==> src/hw/rtl/tracker_beacon_duty_cycle_sequencer_macros.svh <==
// assertion helpers, included by the engine
`ifndef TRACKER_BEACON_DUTY_CYCLE_SEQUENCER_MACROS_SVH
`define TRACKER_BEACON_DUTY_CYCLE_SEQUENCER_MACROS_SVH
`ifndef SYNTHESIS
`define TBDCS_ASSERT(label, clk, rst, prop, msg) \
  label: assert property (@(posedge clk) disable iff (rst) prop) else $error(msg);
`define TBDCS_ASSERT_NEVER(label, clk, rst, cond, msg) \
  label: assert property (@(posedge clk) disable iff (rst) !(cond)) else $error(msg);
`else
`define TBDCS_ASSERT(label, clk, rst, prop, msg)
`define TBDCS_ASSERT_NEVER(label, clk, rst, cond, msg)
`endif
`endif

==> src/hw/rtl/tbdcs_pkg.sv <==
`default_nettype none

package tbdcs_pkg;

  localparam int CALIB_FIXES = 4;
  localparam int CALIB_CNT_W = 4;
  localparam logic [CALIB_CNT_W-1:0] CALIB_DONE = CALIB_CNT_W'(CALIB_FIXES);

  localparam int CFG_INDEX_W = 3;
  localparam int CFG_DATA_W  = 32;

  // register indexes of the configuration port
  typedef enum logic [CFG_INDEX_W-1:0] {
    CFG_SPEED_THRESHOLD  = 3'd0,
    CFG_MOVE_INTERVAL    = 3'd1,
    CFG_REST_INTERVAL    = 3'd2,
    CFG_FIX_TIMEOUT      = 3'd3,
    CFG_CALIB_TIMEOUT    = 3'd4,
    CFG_RETRY_LIMIT      = 3'd5,
    CFG_BUTTON_TX_ENABLE = 3'd6
  } cfg_index_e;

  localparam logic [15:0] SPEED_THRESHOLD_RST = 16'd500;
  localparam logic [31:0] MOVE_INTERVAL_RST   = 32'd300000;
  localparam logic [31:0] REST_INTERVAL_RST   = 32'd3600000;
  localparam logic [31:0] FIX_TIMEOUT_RST     = 32'd60000;
  localparam logic [31:0] CALIB_TIMEOUT_RST   = 32'd900000;
  localparam logic [3:0]  RETRY_LIMIT_RST     = 4'd3;

  localparam logic [31:0] PAUSE_FIRST_MS  = 32'd180000;
  localparam logic [31:0] PAUSE_SECOND_MS = 32'd120000;
  localparam logic [31:0] PAUSE_LAST_MS   = 32'd60000;

  typedef struct packed {
    logic [15:0] speed_threshold;
    logic [31:0] move_interval_ms;
    logic [31:0] rest_interval_ms;
    logic [31:0] fix_timeout_ms;
    logic [31:0] calib_timeout_ms;
    logic [3:0]  retry_limit;
    logic        button_tx_enable;
  } cfg_t;

  typedef struct packed {
    logic [31:0] now_ms;
    logic        fix_valid;
    logic        fix_updated;
    logic [15:0] speed_centi_kmph;
    logic        radio_ready;
    logic        send_ok;
    logic        button_press;
  } poll_t;

  typedef struct packed {
    logic [2:0]  mode;
    logic        gps_power;
    logic        transmit_strobe;
    logic [31:0] sleep_remaining_ms;
    logic [2:0]  calib_reads;
    logic [3:0]  retry_count;
  } result_t;

  // pause after the n-th calibration fix, last entry reused beyond the table
  function automatic logic [31:0] pause_ms(input logic [CALIB_CNT_W-1:0] count);
    logic [31:0] val;
    if (count <= CALIB_CNT_W'(1)) begin
      val = PAUSE_FIRST_MS;
    end else if (count == CALIB_CNT_W'(2)) begin
      val = PAUSE_SECOND_MS;
    end else begin
      val = PAUSE_LAST_MS;
    end
    return val;
  endfunction

endpackage

`default_nettype wire

==> src/hw/rtl/tbdcs_if.sv <==
`default_nettype none

interface tbdcs_poll_if;
  logic        valid;
  logic        ready;
  logic [31:0] now_ms;
  logic        fix_valid;
  logic        fix_updated;
  logic [15:0] speed_centi_kmph;
  logic        radio_ready;
  logic        send_ok;
  logic        button_press;

  modport source (output valid, now_ms, fix_valid, fix_updated, speed_centi_kmph,
                  radio_ready, send_ok, button_press, input ready);
  modport sink   (input valid, now_ms, fix_valid, fix_updated, speed_centi_kmph,
                  radio_ready, send_ok, button_press, output ready);
endinterface

interface tbdcs_result_if;
  logic        valid;
  logic        ready;
  logic [2:0]  mode;
  logic        gps_power;
  logic        transmit_strobe;
  logic [31:0] sleep_remaining_ms;
  logic [2:0]  calib_reads;
  logic [3:0]  retry_count;

  modport source (output valid, mode, gps_power, transmit_strobe, sleep_remaining_ms,
                  calib_reads, retry_count, input ready);
  modport sink   (input valid, mode, gps_power, transmit_strobe, sleep_remaining_ms,
                  calib_reads, retry_count, output ready);
endinterface

interface tbdcs_cfg_if;
  logic                              valid;
  logic                              ready;
  logic [tbdcs_pkg::CFG_INDEX_W-1:0] index;
  logic [tbdcs_pkg::CFG_DATA_W-1:0]  data;

  modport source (output valid, index, data, input ready);
  modport sink   (input valid, index, data, output ready);
endinterface

`default_nettype wire

==> src/hw/rtl/tbdcs_cfg_regs.sv <==
`default_nettype none

module tbdcs_cfg_regs (
  input  wire logic        clk,
  input  wire logic        rst,
  tbdcs_cfg_if.sink        cfg,
  output tbdcs_pkg::cfg_t  regs
);

  assign cfg.ready = 1'b1;

  always_ff @(posedge clk) begin
    if (rst) begin
      regs.speed_threshold  <= tbdcs_pkg::SPEED_THRESHOLD_RST;
      regs.move_interval_ms <= tbdcs_pkg::MOVE_INTERVAL_RST;
      regs.rest_interval_ms <= tbdcs_pkg::REST_INTERVAL_RST;
      regs.fix_timeout_ms   <= tbdcs_pkg::FIX_TIMEOUT_RST;
      regs.calib_timeout_ms <= tbdcs_pkg::CALIB_TIMEOUT_RST;
      regs.retry_limit      <= tbdcs_pkg::RETRY_LIMIT_RST;
      regs.button_tx_enable <= 1'b0;
    end else if (cfg.valid) begin
      unique case (tbdcs_pkg::cfg_index_e'(cfg.index))
        tbdcs_pkg::CFG_SPEED_THRESHOLD:  regs.speed_threshold  <= cfg.data[15:0];
        tbdcs_pkg::CFG_MOVE_INTERVAL:    regs.move_interval_ms <= cfg.data;
        tbdcs_pkg::CFG_REST_INTERVAL:    regs.rest_interval_ms <= cfg.data;
        tbdcs_pkg::CFG_FIX_TIMEOUT:      regs.fix_timeout_ms   <= cfg.data;
        tbdcs_pkg::CFG_CALIB_TIMEOUT:    regs.calib_timeout_ms <= cfg.data;
        tbdcs_pkg::CFG_RETRY_LIMIT:      regs.retry_limit      <= cfg.data[3:0];
        tbdcs_pkg::CFG_BUTTON_TX_ENABLE: regs.button_tx_enable <= cfg.data[0];
        default: ;
      endcase
    end
  end

endmodule

`default_nettype wire

==> src/hw/rtl/tbdcs_engine.sv <==
`default_nettype none
`include "tracker_beacon_duty_cycle_sequencer_macros.svh"

module tbdcs_engine (
  input  wire logic              clk,
  input  wire logic              rst,
  input  wire logic              go,
  input  wire tbdcs_pkg::poll_t  item,
  input  wire tbdcs_pkg::cfg_t   cfg,
  output tbdcs_pkg::result_t     res_next
);

  typedef enum logic [2:0] {
    MODE_CALIB   = 3'd0,
    MODE_POWERUP = 3'd1,
    MODE_SENSING = 3'd2,
    MODE_BUILD   = 3'd3,
    MODE_TX      = 3'd4,
    MODE_SLEEP   = 3'd5,
    MODE_RETRY   = 3'd6
  } mode_e;

  localparam int CW = tbdcs_pkg::CALIB_CNT_W;

  mode_e         cur_mode, cur_mode_next;
  mode_e         failed_mode, failed_mode_next;
  logic [3:0]    failures, failures_next;
  logic [31:0]   sleep_interval, sleep_interval_next;
  logic [31:0]   sleep_start, sleep_start_next;
  logic          sleep_begun, sleep_begun_next;
  logic [31:0]   powerup_start, powerup_start_next;
  logic          powerup_begun, powerup_begun_next;
  logic          calib_begun, calib_begun_next;
  logic [CW-1:0] calib_count, calib_count_next;
  logic [31:0]   calib_total_start, calib_total_start_next;
  logic [31:0]   calib_wait_start, calib_wait_start_next;
  logic          calib_awaiting_fix, calib_awaiting_fix_next;
  logic          calib_pausing, calib_pausing_next;
  logic          wake_request, wake_request_next;
  logic          gps_enabled, gps_enabled_next;

  logic          fresh_fix;
  logic          wake_eff;
  logic [31:0]   base_start;
  logic [31:0]   elapsed;
  logic [31:0]   wait_base;
  logic [31:0]   wait_elapsed;
  logic [CW-1:0] count_eff;
  logic [CW-1:0] count_inc;
  logic [3:0]    failures_inc;
  logic          strobe;
  logic [31:0]   remaining;

  assign fresh_fix    = item.fix_valid & item.fix_updated;
  assign wake_eff     = wake_request | (item.button_press & cfg.button_tx_enable);
  assign count_eff    = calib_begun ? calib_count : '0;
  assign count_inc    = count_eff + CW'(1);
  assign failures_inc = failures + 4'd1;
  assign wait_base    = calib_begun ? calib_wait_start : item.now_ms;
  assign wait_elapsed = item.now_ms - wait_base;

  // calib and power-up own starts; the rest use sleep's
  always_comb begin
    case (cur_mode)
      MODE_CALIB:   base_start = calib_begun ? calib_total_start : item.now_ms;
      MODE_POWERUP: base_start = powerup_begun ? powerup_start : item.now_ms;
      default:      base_start = sleep_begun ? sleep_start : item.now_ms;
    endcase
  end
  assign elapsed = item.now_ms - base_start;

  always_comb begin
    cur_mode_next           = cur_mode;
    failed_mode_next        = failed_mode;
    failures_next           = failures;
    sleep_interval_next     = sleep_interval;
    sleep_start_next        = sleep_start;
    sleep_begun_next        = sleep_begun;
    powerup_start_next      = powerup_start;
    powerup_begun_next      = powerup_begun;
    calib_begun_next        = calib_begun;
    calib_count_next        = calib_count;
    calib_total_start_next  = calib_total_start;
    calib_wait_start_next   = calib_wait_start;
    calib_awaiting_fix_next = calib_awaiting_fix;
    calib_pausing_next      = calib_pausing;
    wake_request_next       = wake_eff;
    gps_enabled_next        = gps_enabled;
    strobe                  = 1'b0;
    remaining               = '0;

    unique case (cur_mode)
      MODE_CALIB: begin
        calib_begun_next       = 1'b1;
        calib_total_start_next = base_start;
        calib_wait_start_next  = wait_base;
        calib_count_next       = count_eff;
        if (elapsed > cfg.calib_timeout_ms) begin
          cur_mode_next    = MODE_SLEEP;
          calib_begun_next = 1'b0;
        end else if (calib_awaiting_fix) begin
          if (fresh_fix) begin
            calib_count_next = count_inc;
            if (count_inc >= tbdcs_pkg::CALIB_DONE) begin
              cur_mode_next    = MODE_SLEEP;
              calib_begun_next = 1'b0;
            end else begin
              calib_awaiting_fix_next = 1'b0;
              calib_pausing_next      = 1'b1;
              calib_wait_start_next   = item.now_ms;
            end
          end
        end else if (calib_pausing) begin
          if (wait_elapsed >= tbdcs_pkg::pause_ms(count_eff)) begin
            calib_pausing_next      = 1'b0;
            calib_awaiting_fix_next = 1'b1;
            calib_wait_start_next   = item.now_ms;
          end
        end
      end
      MODE_POWERUP: begin
        gps_enabled_next   = 1'b1;
        powerup_begun_next = 1'b1;
        powerup_start_next = base_start;
        if (fresh_fix) begin
          powerup_begun_next = 1'b0;
          powerup_start_next = '0;
          cur_mode_next      = MODE_SENSING;
        end else if (elapsed > cfg.fix_timeout_ms) begin
          powerup_begun_next = 1'b0;
          powerup_start_next = '0;
          failed_mode_next   = MODE_POWERUP;
          cur_mode_next      = MODE_RETRY;
        end
      end
      MODE_SENSING: begin
        if (!item.fix_valid) begin
          failed_mode_next = MODE_SENSING;
          cur_mode_next    = MODE_RETRY;
        end else begin
          cur_mode_next = MODE_BUILD;
        end
      end
      MODE_BUILD: begin
        sleep_interval_next = (item.speed_centi_kmph > cfg.speed_threshold) ?
                              cfg.move_interval_ms : cfg.rest_interval_ms;
        cur_mode_next       = MODE_TX;
      end
      MODE_TX: begin
        gps_enabled_next = 1'b0;
        if (!item.radio_ready) begin
          failed_mode_next = MODE_TX;
          cur_mode_next    = MODE_RETRY;
        end else begin
          strobe = 1'b1;
          if (item.send_ok) begin
            cur_mode_next = MODE_SLEEP;
          end else begin
            failed_mode_next = MODE_TX;
            cur_mode_next    = MODE_RETRY;
          end
        end
      end
      MODE_SLEEP: begin
        sleep_start_next = base_start;
        sleep_begun_next = 1'b1;
        if (!sleep_begun) begin
          failures_next = '0;
        end
        remaining = sleep_interval - elapsed;
        if (elapsed >= sleep_interval || wake_eff) begin
          wake_request_next = 1'b0;
          sleep_begun_next  = 1'b0;
          cur_mode_next     = MODE_POWERUP;
        end
      end
      MODE_RETRY: begin
        if (failures_inc < cfg.retry_limit) begin
          failures_next = failures_inc;
          cur_mode_next = failed_mode;
        end else begin
          sleep_interval_next = cfg.rest_interval_ms;
          failures_next       = '0;
          cur_mode_next       = MODE_SLEEP;
        end
      end
      default: ;
    endcase

    res_next.mode               = cur_mode_next;
    res_next.gps_power          = gps_enabled_next;
    res_next.transmit_strobe    = strobe;
    res_next.sleep_remaining_ms = remaining;
    res_next.calib_reads        = calib_count_next[2:0];
    res_next.retry_count        = failures_next;
  end

  always_ff @(posedge clk) begin
    if (rst) begin
      cur_mode           <= MODE_CALIB;
      failed_mode        <= MODE_POWERUP;
      failures           <= '0;
      sleep_interval     <= tbdcs_pkg::REST_INTERVAL_RST;
      sleep_start        <= '0;
      sleep_begun        <= 1'b0;
      powerup_start      <= '0;
      powerup_begun      <= 1'b0;
      calib_begun        <= 1'b0;
      calib_count        <= '0;
      calib_total_start  <= '0;
      calib_wait_start   <= '0;
      calib_awaiting_fix <= 1'b1;
      calib_pausing      <= 1'b0;
      wake_request       <= 1'b1;
      gps_enabled        <= 1'b1;
    end else if (go) begin
      cur_mode           <= cur_mode_next;
      failed_mode        <= failed_mode_next;
      failures           <= failures_next;
      sleep_interval     <= sleep_interval_next;
      sleep_start        <= sleep_start_next;
      sleep_begun        <= sleep_begun_next;
      powerup_start      <= powerup_start_next;
      powerup_begun      <= powerup_begun_next;
      calib_begun        <= calib_begun_next;
      calib_count        <= calib_count_next;
      calib_total_start  <= calib_total_start_next;
      calib_wait_start   <= calib_wait_start_next;
      calib_awaiting_fix <= calib_awaiting_fix_next;
      calib_pausing      <= calib_pausing_next;
      wake_request       <= wake_request_next;
      gps_enabled        <= gps_enabled_next;
    end
  end

  `TBDCS_ASSERT(a_calib_count_bound, clk, rst, calib_count <= tbdcs_pkg::CALIB_DONE, "calibration count past its end")
  `TBDCS_ASSERT(a_sleep_exit, clk, rst, go && cur_mode == MODE_SLEEP |=> cur_mode == MODE_SLEEP || cur_mode == MODE_POWERUP, "sleep left to a mode other than power-up")
  `TBDCS_ASSERT(a_strobe_next_mode, clk, rst, go && strobe |=> cur_mode == MODE_SLEEP || cur_mode == MODE_RETRY, "transmit not followed by sleep or retry")
  `TBDCS_ASSERT_NEVER(a_strobe_gps_on, clk, rst, go && strobe && gps_enabled_next, "gps powered during transmit")
  `TBDCS_ASSERT(a_hold_when_idle, clk, rst, !go |=> $stable(cur_mode) && $stable(failures), "state moved without a poll")

endmodule

`default_nettype wire

==> src/hw/rtl/tracker_beacon_duty_cycle_sequencer.sv <==
// Beacon duty-cycle sequencer. Every poll transfer on the poll channel (timestamp, gps fix
// flags, speed, radio status, button) steps a seven-mode machine (calibration, gps power-up,
// sensing, interval build, transmit, sleep, retry) and yields exactly one result transfer
// carrying the new mode, the gps supply enable, a transmit strobe, the remaining sleep time
// (zero outside sleep), the calibration fix count and the failure count. A poll is taken
// every cycle while the result channel does not stall; its result passes the input register,
// then the single-pass mode logic (one pass of subtract-and-compare logic against the mode
// state) into the result register, from which it is offered. A stalled result holds the result
// register, and only an empty input register takes one more poll. Registers on the config
// channel (index 0..6: speed threshold, move interval, rest interval, fix timeout,
// calibration timeout, retry limit, button wake enable) reset to 500, 300000, 3600000,
// 60000, 900000, 3 and 0; the user must see that they are written while the block is
// idle, which the block itself does not enforce. All time differences wrap modulo 2^32.
`default_nettype none

module tracker_beacon_duty_cycle_sequencer (
  input  wire logic        clk,
  input  wire logic        rst,
  tbdcs_poll_if.sink       poll,
  tbdcs_result_if.source   result,
  tbdcs_cfg_if.sink        cfg
);

  tbdcs_pkg::cfg_t    cfg_regs;
  tbdcs_pkg::poll_t   in_item;
  logic               in_valid;
  tbdcs_pkg::result_t res;
  tbdcs_pkg::result_t res_next;
  logic               res_valid;
  logic               advance;
  logic               go;

  // config register file
  tbdcs_cfg_regs u_cfg_regs (
    .clk  (clk),
    .rst  (rst),
    .cfg  (cfg),
    .regs (cfg_regs)
  );

  // result register moves when empty or when its transfer completes
  assign advance    = !res_valid || result.ready;
  // the held poll is evaluated whenever the result register can take it
  assign go         = in_valid && advance;
  // input register frees up as soon as its poll is evaluated
  assign poll.ready = !in_valid || advance;

  // input register
  always_ff @(posedge clk) begin
    if (rst) begin
      in_valid <= 1'b0;
    end else if (poll.ready) begin
      in_valid <= poll.valid;
    end
  end

  always_ff @(posedge clk) begin
    if (poll.ready && poll.valid) begin
      in_item.now_ms           <= poll.now_ms;
      in_item.fix_valid        <= poll.fix_valid;
      in_item.fix_updated      <= poll.fix_updated;
      in_item.speed_centi_kmph <= poll.speed_centi_kmph;
      in_item.radio_ready      <= poll.radio_ready;
      in_item.send_ok          <= poll.send_ok;
      in_item.button_press     <= poll.button_press;
    end
  end

  // mode state and next-state logic
  tbdcs_engine u_engine (
    .clk      (clk),
    .rst      (rst),
    .go       (go),
    .item     (in_item),
    .cfg      (cfg_regs),
    .res_next (res_next)
  );

  // result register
  always_ff @(posedge clk) begin
    if (rst) begin
      res_valid <= 1'b0;
    end else if (advance) begin
      res_valid <= in_valid;
    end
  end

  always_ff @(posedge clk) begin
    if (go) begin
      res <= res_next;
    end
  end

  assign result.valid              = res_valid;
  assign result.mode               = res.mode;
  assign result.gps_power          = res.gps_power;
  assign result.transmit_strobe    = res.transmit_strobe;
  assign result.sleep_remaining_ms = res.sleep_remaining_ms;
  assign result.calib_reads        = res.calib_reads;
  assign result.retry_count        = res.retry_count;

endmodule

`default_nettype wire
==> src/flat_wrapper.sv <==
// flat-port wrapper written by rule: the top's interface ports become plain ports
module tracker_beacon_duty_cycle_sequencer_flat 
  (clk, rst, poll_valid, poll_now_ms, poll_fix_valid, poll_fix_updated, poll_speed_centi_kmph, poll_radio_ready, poll_send_ok, poll_button_press, poll_ready, result_valid, result_mode, result_gps_power, result_transmit_strobe, result_sleep_remaining_ms, result_calib_reads, result_retry_count, result_ready, cfg_valid, cfg_index, cfg_data, cfg_ready);
  tbdcs_poll_if poll_i ();
  tbdcs_result_if result_i ();
  tbdcs_cfg_if cfg_i ();
  input  wire logic clk;
  input  wire logic rst;
  input wire logic [$bits(poll_i.valid)-1:0] poll_valid;
  input wire logic [$bits(poll_i.now_ms)-1:0] poll_now_ms;
  input wire logic [$bits(poll_i.fix_valid)-1:0] poll_fix_valid;
  input wire logic [$bits(poll_i.fix_updated)-1:0] poll_fix_updated;
  input wire logic [$bits(poll_i.speed_centi_kmph)-1:0] poll_speed_centi_kmph;
  input wire logic [$bits(poll_i.radio_ready)-1:0] poll_radio_ready;
  input wire logic [$bits(poll_i.send_ok)-1:0] poll_send_ok;
  input wire logic [$bits(poll_i.button_press)-1:0] poll_button_press;
  output wire logic [$bits(poll_i.ready)-1:0] poll_ready;
  output wire logic [$bits(result_i.valid)-1:0] result_valid;
  output wire logic [$bits(result_i.mode)-1:0] result_mode;
  output wire logic [$bits(result_i.gps_power)-1:0] result_gps_power;
  output wire logic [$bits(result_i.transmit_strobe)-1:0] result_transmit_strobe;
  output wire logic [$bits(result_i.sleep_remaining_ms)-1:0] result_sleep_remaining_ms;
  output wire logic [$bits(result_i.calib_reads)-1:0] result_calib_reads;
  output wire logic [$bits(result_i.retry_count)-1:0] result_retry_count;
  input wire logic [$bits(result_i.ready)-1:0] result_ready;
  input wire logic [$bits(cfg_i.valid)-1:0] cfg_valid;
  input wire logic [$bits(cfg_i.index)-1:0] cfg_index;
  input wire logic [$bits(cfg_i.data)-1:0] cfg_data;
  output wire logic [$bits(cfg_i.ready)-1:0] cfg_ready;
  assign poll_i.valid = poll_valid;
  assign poll_i.now_ms = poll_now_ms;
  assign poll_i.fix_valid = poll_fix_valid;
  assign poll_i.fix_updated = poll_fix_updated;
  assign poll_i.speed_centi_kmph = poll_speed_centi_kmph;
  assign poll_i.radio_ready = poll_radio_ready;
  assign poll_i.send_ok = poll_send_ok;
  assign poll_i.button_press = poll_button_press;
  assign poll_ready = poll_i.ready;
  assign result_valid = result_i.valid;
  assign result_mode = result_i.mode;
  assign result_gps_power = result_i.gps_power;
  assign result_transmit_strobe = result_i.transmit_strobe;
  assign result_sleep_remaining_ms = result_i.sleep_remaining_ms;
  assign result_calib_reads = result_i.calib_reads;
  assign result_retry_count = result_i.retry_count;
  assign result_i.ready = result_ready;
  assign cfg_i.valid = cfg_valid;
  assign cfg_i.index = cfg_index;
  assign cfg_i.data = cfg_data;
  assign cfg_ready = cfg_i.ready;
  tracker_beacon_duty_cycle_sequencer u_core (.clk(clk), .rst(rst), .poll(poll_i), .result(result_i), .cfg(cfg_i));
endmodule
==> config.mk <==
export PLATFORM = sky130hd
export DESIGN_NAME = tracker_beacon_duty_cycle_sequencer_flat
export DESIGN_NICKNAME = d
export VERILOG_FILES = /design/src/hw/rtl/tbdcs_pkg.sv /design/src/hw/rtl/tbdcs_if.sv /design/src/hw/rtl/tbdcs_cfg_regs.sv /design/src/hw/rtl/tbdcs_engine.sv /design/src/hw/rtl/tracker_beacon_duty_cycle_sequencer.sv /design/src/flat_wrapper.sv
export VERILOG_INCLUDE_DIRS = /design/src /design/src/hw/rtl
export SDC_FILE = /design/constraint.sdc
export NUM_CORES = 1
export LEC_CHECK = 0
export CAP_MARGIN = 20
export CORE_ASPECT_RATIO = 0.5
export CORE_MARGIN = 5
export CORE_UTILIZATION = 59
export DETAILED_ROUTE_END_ITERATION = 8
export DONT_BUFFER_PORTS = 1
export GPL_TIMING_DRIVEN = 0
export PLACE_DENSITY = 0.74
export SLEW_MARGIN = 25
export SYNTH_ARGS = -nofsm -noshare
export SYNTH_HDL_FRONTEND = slang
export SYNTH_SLANG_ARGS = --single-unit
==> constraint.sdc <==
create_clock -name clk -period 9.1 [get_ports clk]
set_input_delay 1.365 -clock clk [delete_from_list [all_inputs] [get_ports clk]]
set_output_delay 1.365 -clock clk [all_outputs]
set_load 0.01 [all_outputs]
# After elaboration in Yosys (flattened, before gate mapping)
# Index checks and enable logic that the tools add are counted.
# W data, S select, Z words.
# totals
mem_count,0
regBits,429
word_cells,170
rom_bits,0
ramBits,0
inputBits,93
output_inout_bits,47
latchBits,0
# classes
eq_ne,20
n_shift,0
magnitude_cmp,8
muxes,69
n_bitwise,4
mul,0
add_sub_neg,5
n_div,0
n_reduce_logical,25
# ops
operator,n
$mux W32,18
$pmux W32 S2,2
$sub A32 B32 Y32,3
$ge A32 B32 Y1,2
$gt A32 B32 Y1,2
$mux W3,15
$mux W4,6
$pmux W3 S7,1
$mux W1,20
$reduce_and A2 Y1,10
$eq A3 B3 Y1 const B,6
$mux W18,1
$mux W17,1
$gt A16 B16 Y1,1
$eq A3 B2 Y1 const B,4
$ne A2 B2 Y1 const B,5
$pmux W3 S3,1
$add A4 B1 Y4 const B,2
$pmux W4 S2,1
$eq A3 B1 Y1 const B,2
$logic_not A3 Y1,2
$reduce_and A3 Y1,2
$reduce_and A6 Y1,1
$reduce_and A5 Y1,1
16 further kinds,22

# Longest topological paths before layout
# Gate-level depths: netlist (run 1).
# logic_depth
word_depth,13
mapped_depth,32
ltp_nobuf,30

# Cells and area by module
# Synthesis (run 1) repeated with hierarchy kept, for this count alone.
# unflattened
hier_cells,2966
area_unflattened_um2,26182.6
# modules_own_cells
module,instances,cells_per_inst,area_each_um2,seq_area_each_um2
tbdcs_engine,1,2304,17255.3,3623.5
tbdcs_cfg_regs,1,555,5910.7,2982.9
tracker_beacon_duty_cycle_sequencer,1,107,3016.6,2952.8

# Worst setup path after synthesis (run 1)
# OpenSTA, ideal clock, no wires.
# synth_timing
path_kind,register to register
start,register u_core.u_engine.sleep_begun
end,register u_core.u_engine.calib_wait_start[10]
arrival_ps,6794
required_ps,9018
setup_slack_ps,2224
path_stages_with_launch,30
path_buffers,4
setup_ps,82
synth_period_minus_slack_ps,6876
cell_sequence,dfxtp_1 > clkbuf_1 > clkbuf_1 > mux2i_1 > o21ai_0 > ha_1 > inv_1 > fa_1 > a31oi_1 > o31ai_2 > a2111oi_4 > o21ai_2 > a41o_1 > a21oi_2 > a211oi_1 > a221o_1 > a311oi_2 > xnor2_1 > ha_1 > nand4_1 > or2_2 > nor4_1 > and3_1 > a221oi_1 > a21oi_1 > clkbuf_1 > clkbuf_1 > o211ai_1 > a21o_1 > o221ai_1
# synth_via
elab_chain_len,5
# synth_rtl
item,line_no,source
start: declaration,tbdcs_engine.sv:30,"logic sleep_begun, sleep_begun_next;"
start signal: assignment,tbdcs_engine.sv:222,sleep_begun <= sleep_begun_next;
$mux W32,tbdcs_engine.sv:67,default: base_start = sleep_begun ? sleep_start : item.now_ms;
$pmux W32 S2,tbdcs_engine.sv:64,case (cur_mode)
named net u_core.u_engine.base_start[0],tbdcs_engine.sv:44,logic [31:0] base_start;
$sub A32 B32 Y32,tbdcs_engine.sv:70,assign elapsed = item.now_ms - base_start;
$gt A32 B32 Y1,tbdcs_engine.sv:98,if (elapsed > cfg.calib_timeout_ms) begin
$mux W32,tbdcs_engine.sv:98,
end signal: assignment,tbdcs_engine.sv:228,calib_wait_start <= calib_wait_start_next;
end: declaration,tbdcs_engine.sv:36,"logic [31:0] calib_wait_start, calib_wait_start_next;"
# The timed path passes the listed nets, and every way through them passes these cells.
# A chain may end at the register's enable or synchronous reset.

# Worst setup path in the final report (run 1)
# layout_timing
start,register u_core.u_engine.sleep_begun
end,register u_core.u_engine.calib_wait_start[6]
# The elaborated chain is that of the path after synthesis.

==> results of run 1 <==
## worst max path at each step
stage | end | slack, ps | depth (start not counted)
floorplan | u_core.u_engine.calib_wait_start[10] | 2220 | 29
global placement | u_core.u_engine.calib_wait_start[14] | -70 | 28
detailed placement | u_core.result.calib_reads[2] | -120 | 27
CTS | u_core.u_engine.calib_wait_start[12] | 50 | 28
global route | u_core.result.calib_reads[2] | 10 | 30
finish | u_core.u_engine.calib_wait_start[6] | 430 | 29
## area by class of cell
cell class	instances	area (um^2)	share of cell area, %
Tap cell	588	736	2.64
Sequential cell	429	9560	34.3
Timing Repair Buffer	1	20.0	0.0718
Antenna cell	1	2.50	0.00897
Inverter	211	792	2.84
Buffer	200	788	2.83
Clock buffer	57	1230	4.40
Clock inverter	19	194	0.695
Multi-Input combinational cell	2332	14600	52.2
## synth_stat cells, drive strengths merged (78+ instances only)
master / number
clkbuf: 172
mux2i: 101
nor2: 332
a211oi: 78
edfxtp: 97
o21ai: 116
a21oi: 376
nand2: 440
dfxtp: 332
inv: 211
a21o: 105
ha: 193
## tightest hold or removal path, stage by stage (launching register included)
cell and delay [ps]:
dfxtp_1 330, nand2_1 40, o21ai_0 50
## logic make-up (layout without fill, tap and decap cells)
kind of cell / Yosys count / count (layout)
other cells: 1 / 2
flops: 429 / 429
simple gates: 1072 / 1072
compound gates: 881 / 881
mux: 103 / 103
xor+xnor: 79 / 79
fa+ha+maj: 196 / 196
buf+inv: 411 / 488
## power groups by stage
stage / Clock, mW / Combinational [mW] / Sequential, mW
5_1_grt: 1.92 / 2.82 / 2.10
3_3_place_gp: 0 / 2.44 / 2.13
2_1_floorplan: 0 / 1.83 / 2.11
4_1_cts: 1.84 / 2.49 / 2.09
6_report: 1.82 / 2.55 / 2.09
3_5_place_dp: 0 / 2.47 / 2.13
## through the flow
step / std cells / TNS [ps] / cell area, um^2 / util, %
after floorplan: 3172 / 0 / 25700 / -
after global placement: 3760 / -1390 / 26400 / 61.0
after detailed placement: 3761 / -2250 / 26400 / 61.1
after CTS: 3837 / 0 / 27900 / 64.3
after global routing: 3837 / 0 / 27900 / 64.4
final: 3838 / 0 / 27900 / 64.4
## per-layer routing
layer	part of all wire (%)	routed length, um
met5	0	0
met4	3.3	2630
met3	8.9	7140
met2	44	35300
met1	44	35100
## registers in the layout, summed over array words and instances (netlist names), 3 cells and up
| register | cells |
|---|---|
| u_core.in_item | 53 |
| u_core.result.calib_reads | 3 |
| u_core.result.mode | 3 |
| u_core.result.retry_count | 4 |
| u_core.result.sleep_remaining_ms | 32 |
| u_core.u_cfg_regs.regs | 149 |
| u_core.u_engine.calib_count | 4 |
| u_core.u_engine.calib_total_start | 32 |
| u_core.u_engine.calib_wait_start | 32 |
| u_core.u_engine.cur_mode | 3 |
| u_core.u_engine.failed_mode | 3 |
| u_core.u_engine.failures | 4 |
| u_core.u_engine.powerup_start | 32 |
| u_core.u_engine.sleep_interval | 32 |
| u_core.u_engine.sleep_start | 32 |
==> results.py, run 1 <==
metrics = {
    "outcome": {
        "status": "completed",
    },
    "synth": {
        "synth_warnings": 0,
        "synth_flop_cell": "dfxtp_1",
        "yosys-top-cells-area": "dfxtp_1 (26%), edfxtp_1 (11%), ha_1 (9.4%)",
        "async_reset_ff_share_pct": 0,
        "synth_area_per_cell_um2": 8.10,
        "synth_top_family_by_area": "compound AO/OA/AOI/OAI gates",
        "ys_seq_elements": 429,
        "synth_cell_types": 78,
        "yosysTopAreaCell": "dfxtp_1",
        "synthSimpleGateAreaFrac_pct": 18.5,
        "yosysSeqAreaShare_pct": 37.2,
        "netlist_area_um2": 25700,
        "synth_enable_flop_cells": 97,
        "synth_xor_area_share_pct": 2.69,
        "synth_top_area_share_pct": 25.9,
        "synth_compound_area_share_pct": 21.8,
        "synthAdderAreaFrac_pct": 9.64,
        "netlist_instances": 3172,
        "syn-num-nets": 3461,
        "synth.area.mux_share_pct": 4.02,
    },
    "global_routing": {
        "grt_use_met3_pct": 6.64,
        "antenna_found_initial": 2,
        "grt_use_total_pct": 32.1,
        "grt_pass1_vias": 21900,
        "grt_max_degree": 54,
        "grtUsageMet1_pct": 43.5,
        "met2_usage_pct": 52.0,
        "grt_pass1_wl_um": 122000,
        "grt-busiest-layer": "met2",
        "overflow": 0,
    },
    "placement": {
        "dp_slack_ps": -123,
        "dp_hpwl_um": 61500,
        "port_buffers": 0,
        "gp_congestion": 0.966,
    },
    "critical_path": {
        "startpoint": "u_core.u_engine.sleep_begun",
        "cp-start-kind": "flip-flop",
        "crit_type": "flip-flop to flip-flop",
        "end_kind": "flip-flop",
        "cpMaxStageDelayCell": "clkbuf_1",
        "crit_family": "compound AO/OA/AOI/OAI gates",
        "worstPathRequired_ps": 9580,
        "critPathMaxStageDelay_ps": 540,
        "crit_arrival_ps": 9150,
        "r2r_cells": 29,
        "crit_buf_inv": 5,
        "r2r_start": "u_core.u_engine.sleep_begun",
        "r2r_end": "u_core.u_engine.calib_wait_start[6]",
        "reg2reg_setup_slack_ps": 430,
        "critPathMaxFanout": 10,
    },
    "power_and_ir_drop": {
        "p_sw_share_pct": 38.5,
        "finalPower_mw": 6.47,
        "seqPwrFrac_pct": 32.3,
        "intPower_mw": 3.98,
        "p_leak_nw": 11.0,
        "p_sw_mw": 2.49,
        "ir_drop_mv": 0.163,
        "combPwrFrac_pct": 39.5,
        "power_density_nw_per_um2": 232,
        "pwr-share-clk_pct": 28.2,
    },
    "die": {
        "die_y_um": 158,
        "design.portCount": 140,
        "die_area_um2": 48000,
        "die_w_um": 305,
        "initial_core_util_pct": 59.3,
        "rows": 54,
        "coreArea_um2": 43300,
    },
    "timing": {
        "finalMaxSlewViolations": 0,
        "setup_viol": 0,
        "rsz0062_at_grt": "no",
        "timing.fmax_mhz": 115,
        "period_share_pct": 95.3,
        "fin_skew_ps": 21.9,
        "hold_slack_ps": 454,
        "relSlewSlack_pct": 35.4,
        "max_slew.worst_pin.slew_ps": 969,
        "min_period_ps": 8670,
        "postLayoutSetupSlackWorst_ps": 432,
        "final-hold-violation-count": 0,
    },
    "drt": {
        "vias_per_cell": 6.03,
        "drt-pass1-iter-count": 5,
        "routedWlPerCell_um": 20.9,
        "final_antenna_net_count": 0,
        "vias": 23100,
        "drc_errors": 0,
        "finalWirelength_um": 80100,
        "drt_iter0_drc": 2682,
    },
    "cts": {
        "cts_resized": 2,
        "post_cts_buffers": 0,
        "hold_buffers": 0,
        "cts.path.max_buffers": 3,
        "path_clk_slew_ps": 70,
        "cts_tree": "done",
        "cts_max_level": 2,
        "clock_sinks": 429,
        "cts-buffers-inserted": 41,
        "worstSkewPairLatency_ps": 570,
        "root_buffer": "clkbuf_16",
    },
    "min_path": {
        "hp-start": "u_core.u_engine.powerup_start[22]",
        "hold_path_depth": 2,
        "min_to": "u_core.u_engine.powerup_start[22]",
        "worstHoldPathType": "flip-flop to flip-flop",
    },
    "finish": {
        "final_cell_mix": "nand2_1 (440), a21oi_1 (374), dfxtp_1 (332)",
        "final_common_cell": "nand2_1",
        "nFillCells": 3763,
        "final_nets": 3505,
        "drive_gt1_share_pct": 3.57,
        "syn_to_final_growth_pct": 8.61,
    },
    "flow_run": {
        "max_cap_violations": 0,
    },
}
(Power assumes the default switching activity.)
==> inputs of run 2 (changes only) <==
- CORE_MARGIN: 5 -> default
==> results.py, run 2 (synthesis results as in run 1) <==
metrics = {
    "outcome": {
        "status": "completed",
    },
    "cts": {
        "worstSkewPairLatency_ps": 580,
        "cts_max_level": 2,
        "cts_tree": "done",
        "clock_sinks": 429,
        "path_clk_slew_ps": 70,
        "cts.path.max_buffers": 3,
        "post_cts_buffers": 0,
        "root_buffer": "clkbuf_16",
        "cts-buffers-inserted": 40,
        "hold_buffers": 0,
    },
    "global_routing": {
        "grt_max_degree": 54,
        "grt_pass1_wl_um": 122000,
        "grt_pass1_vias": 21500,
        "overflow": 0,
        "grt_use_total_pct": 35.1,
        "antenna_found_initial": 0,
    },
    "finish": {
        "drive_gt1_share_pct": 3.39,
        "final_common_cell": "nand2_1",
        "reg_top3": "u_core.u_cfg_regs.regs (149), u_core.in_item (53)",
        "finalNonFillerCells": 3824,
        "design_area_um2": 27800,
        "final_nets": 3504,
        "nFillCells": 3743,
        "largest_reg_flops": 149,
        "final_cell_mix": "nand2_1 (440), a21oi_1 (374), dfxtp_1 (332)",
        "syn_to_final_growth_pct": 8.41,
        "top_register": "u_core.u_cfg_regs.regs",
        "antenna_cells": 0,
    },
    "power_and_ir_drop": {
        "p_leak_nw": 11.0,
        "power_density_nw_per_um2": 234,
        "ir_drop_mv": 0.132,
    },
    "drt": {
        "final_antenna_net_count": 0,
        "drt-pass1-iter-count": 5,
        "routedWlPerCell_um": 21.0,
        "vias_per_cell": 6.08,
        "drt_iter0_drc": 2714,
        "drc_errors": 0,
        "finalWirelength_um": 80300,
        "vias": 23300,
    },
    "die": {
        "rows": 53,
        "die_area_um2": 44400,
        "initial_core_util_pct": 60.5,
        "die_w_um": 297,
        "design.portCount": 140,
        "coreArea_um2": 42400,
        "die_y_um": 150,
    },
    "critical_path": {
        "cpMaxStageDelayCell": "nor4_1",
        "r2r_cells": 31,
        "end_kind": "flip-flop",
        "cp-start-kind": "flip-flop",
        "crit_arrival_ps": 9000,
        "critPathMaxStageDelay_ps": 760,
        "worstPathRequired_ps": 9370,
        "cp_common_cell": "a21o_1",
        "crit_type": "flip-flop to flip-flop",
        "critPathMaxFanout": 10,
    },
    "placement": {
        "post_dp_cell_area_um2": 26400,
        "dp.cells": 3750,
        "gp_congestion": 0.945,
        "port_buffers": 0,
        "dp_hpwl_um": 61500,
    },
    "timing": {
        "relSlewSlack_pct": 23.1,
        "timing.fmax_mhz": 115,
        "setup-tns-final_ps": 0,
        "min_period_ps": 8730,
        "period_share_pct": 95.9,
        "max_slew.worst_pin.slew_ps": 1150,
        "final-hold-violation-count": 0,
        "finalMaxSlewViolations": 0,
        "setup_viol": 0,
        "fin_skew_ps": 25.3,
        "rsz0062_at_grt": "yes",
    },
    "min_path": {
        "hold_path_depth": 2,
        "worstHoldPathType": "flip-flop to flip-flop",
    },
    "flow_run": {
        "max_cap_violations": 0,
    },
}
==> run 2: metrics by stage <==
step | util [%] | total power, mW | hold WS (ps) | worst slack [ps]
finish | 65.6 | 6.50 | 457 | 371
global placement | 62.2 | 4.59 | 433 | -18.8
CTS | 65.5 | 6.43 | 456 | 106
detailed placement | 62.3 | 4.62 | 442 | -138
floorplan | - | 3.94 | 425 | 2220
global route | 65.6 | 6.84 | 469 | -3.31
==> run 2: what timing repair did <==
| item | in CTS | in global routing |
|---|---|---|
| pin swaps | 0 | 0 |
| endpoints found under the setup margin | 23 | 66 |
| resized for setup | 3 | 13 |
==> run 2: final cells by class <==
class	instances	area, um^2	share of cell area, %
buffer	200	790	2.84
clock buffer	55	1150	4.13
clock inverter	19	235	0.845
inverter	211	792	2.84
multi-input combinational	2332	14600	52.3
sequential	429	9560	34.3
tap	577	722	2.59
timing repair buffer	1	20.0	0.0719
==> run 2: power by group <==
group / internal, mW / total, mW / leakage, nW / switching [mW]
Clock: 1.01 / 1.83 / 0.676 / 0.813
Sequential: 2.03 / 2.09 / 3.63 / 0.0654
Combinational: 0.938 / 2.59 / 6.67 / 1.65
Total: 3.98 / 6.50 / 11.0 / 2.53
==> run 2: metal layers <==
metal	GRT usage, %	vias to the layer above	share of wire [%]
met1	48.3	10900	44
met5	0	-	0
met2	56.1	1001	44
met3	6.62	162	9.7
li1	-	11200	-
met4	10.7	0	2.9
==> run 2: path summary, 6_finish.rpt <==
check	from	endpoint	slack (ps)
max	u_core.u_engine.calib_begun	u_core.result.mode[2]	370
max reg2reg	u_core.u_engine.calib_begun	u_core.result.mode[2]	370
min reg2reg	u_core.u_engine.powerup_start[29]	u_core.u_engine.powerup_start[29]	460
min	u_core.u_engine.powerup_start[29]	u_core.u_engine.powerup_start[29]	460
==> run 2: critical path: cells and delay by family, from the launching register on <==
kind	cells	cell delay (ps)
flops	1	370
simple gates	6	1600
fa+ha+maj	2	600
compound gates	18	4110
buf+inv	4	1250
xor+xnor	1	480
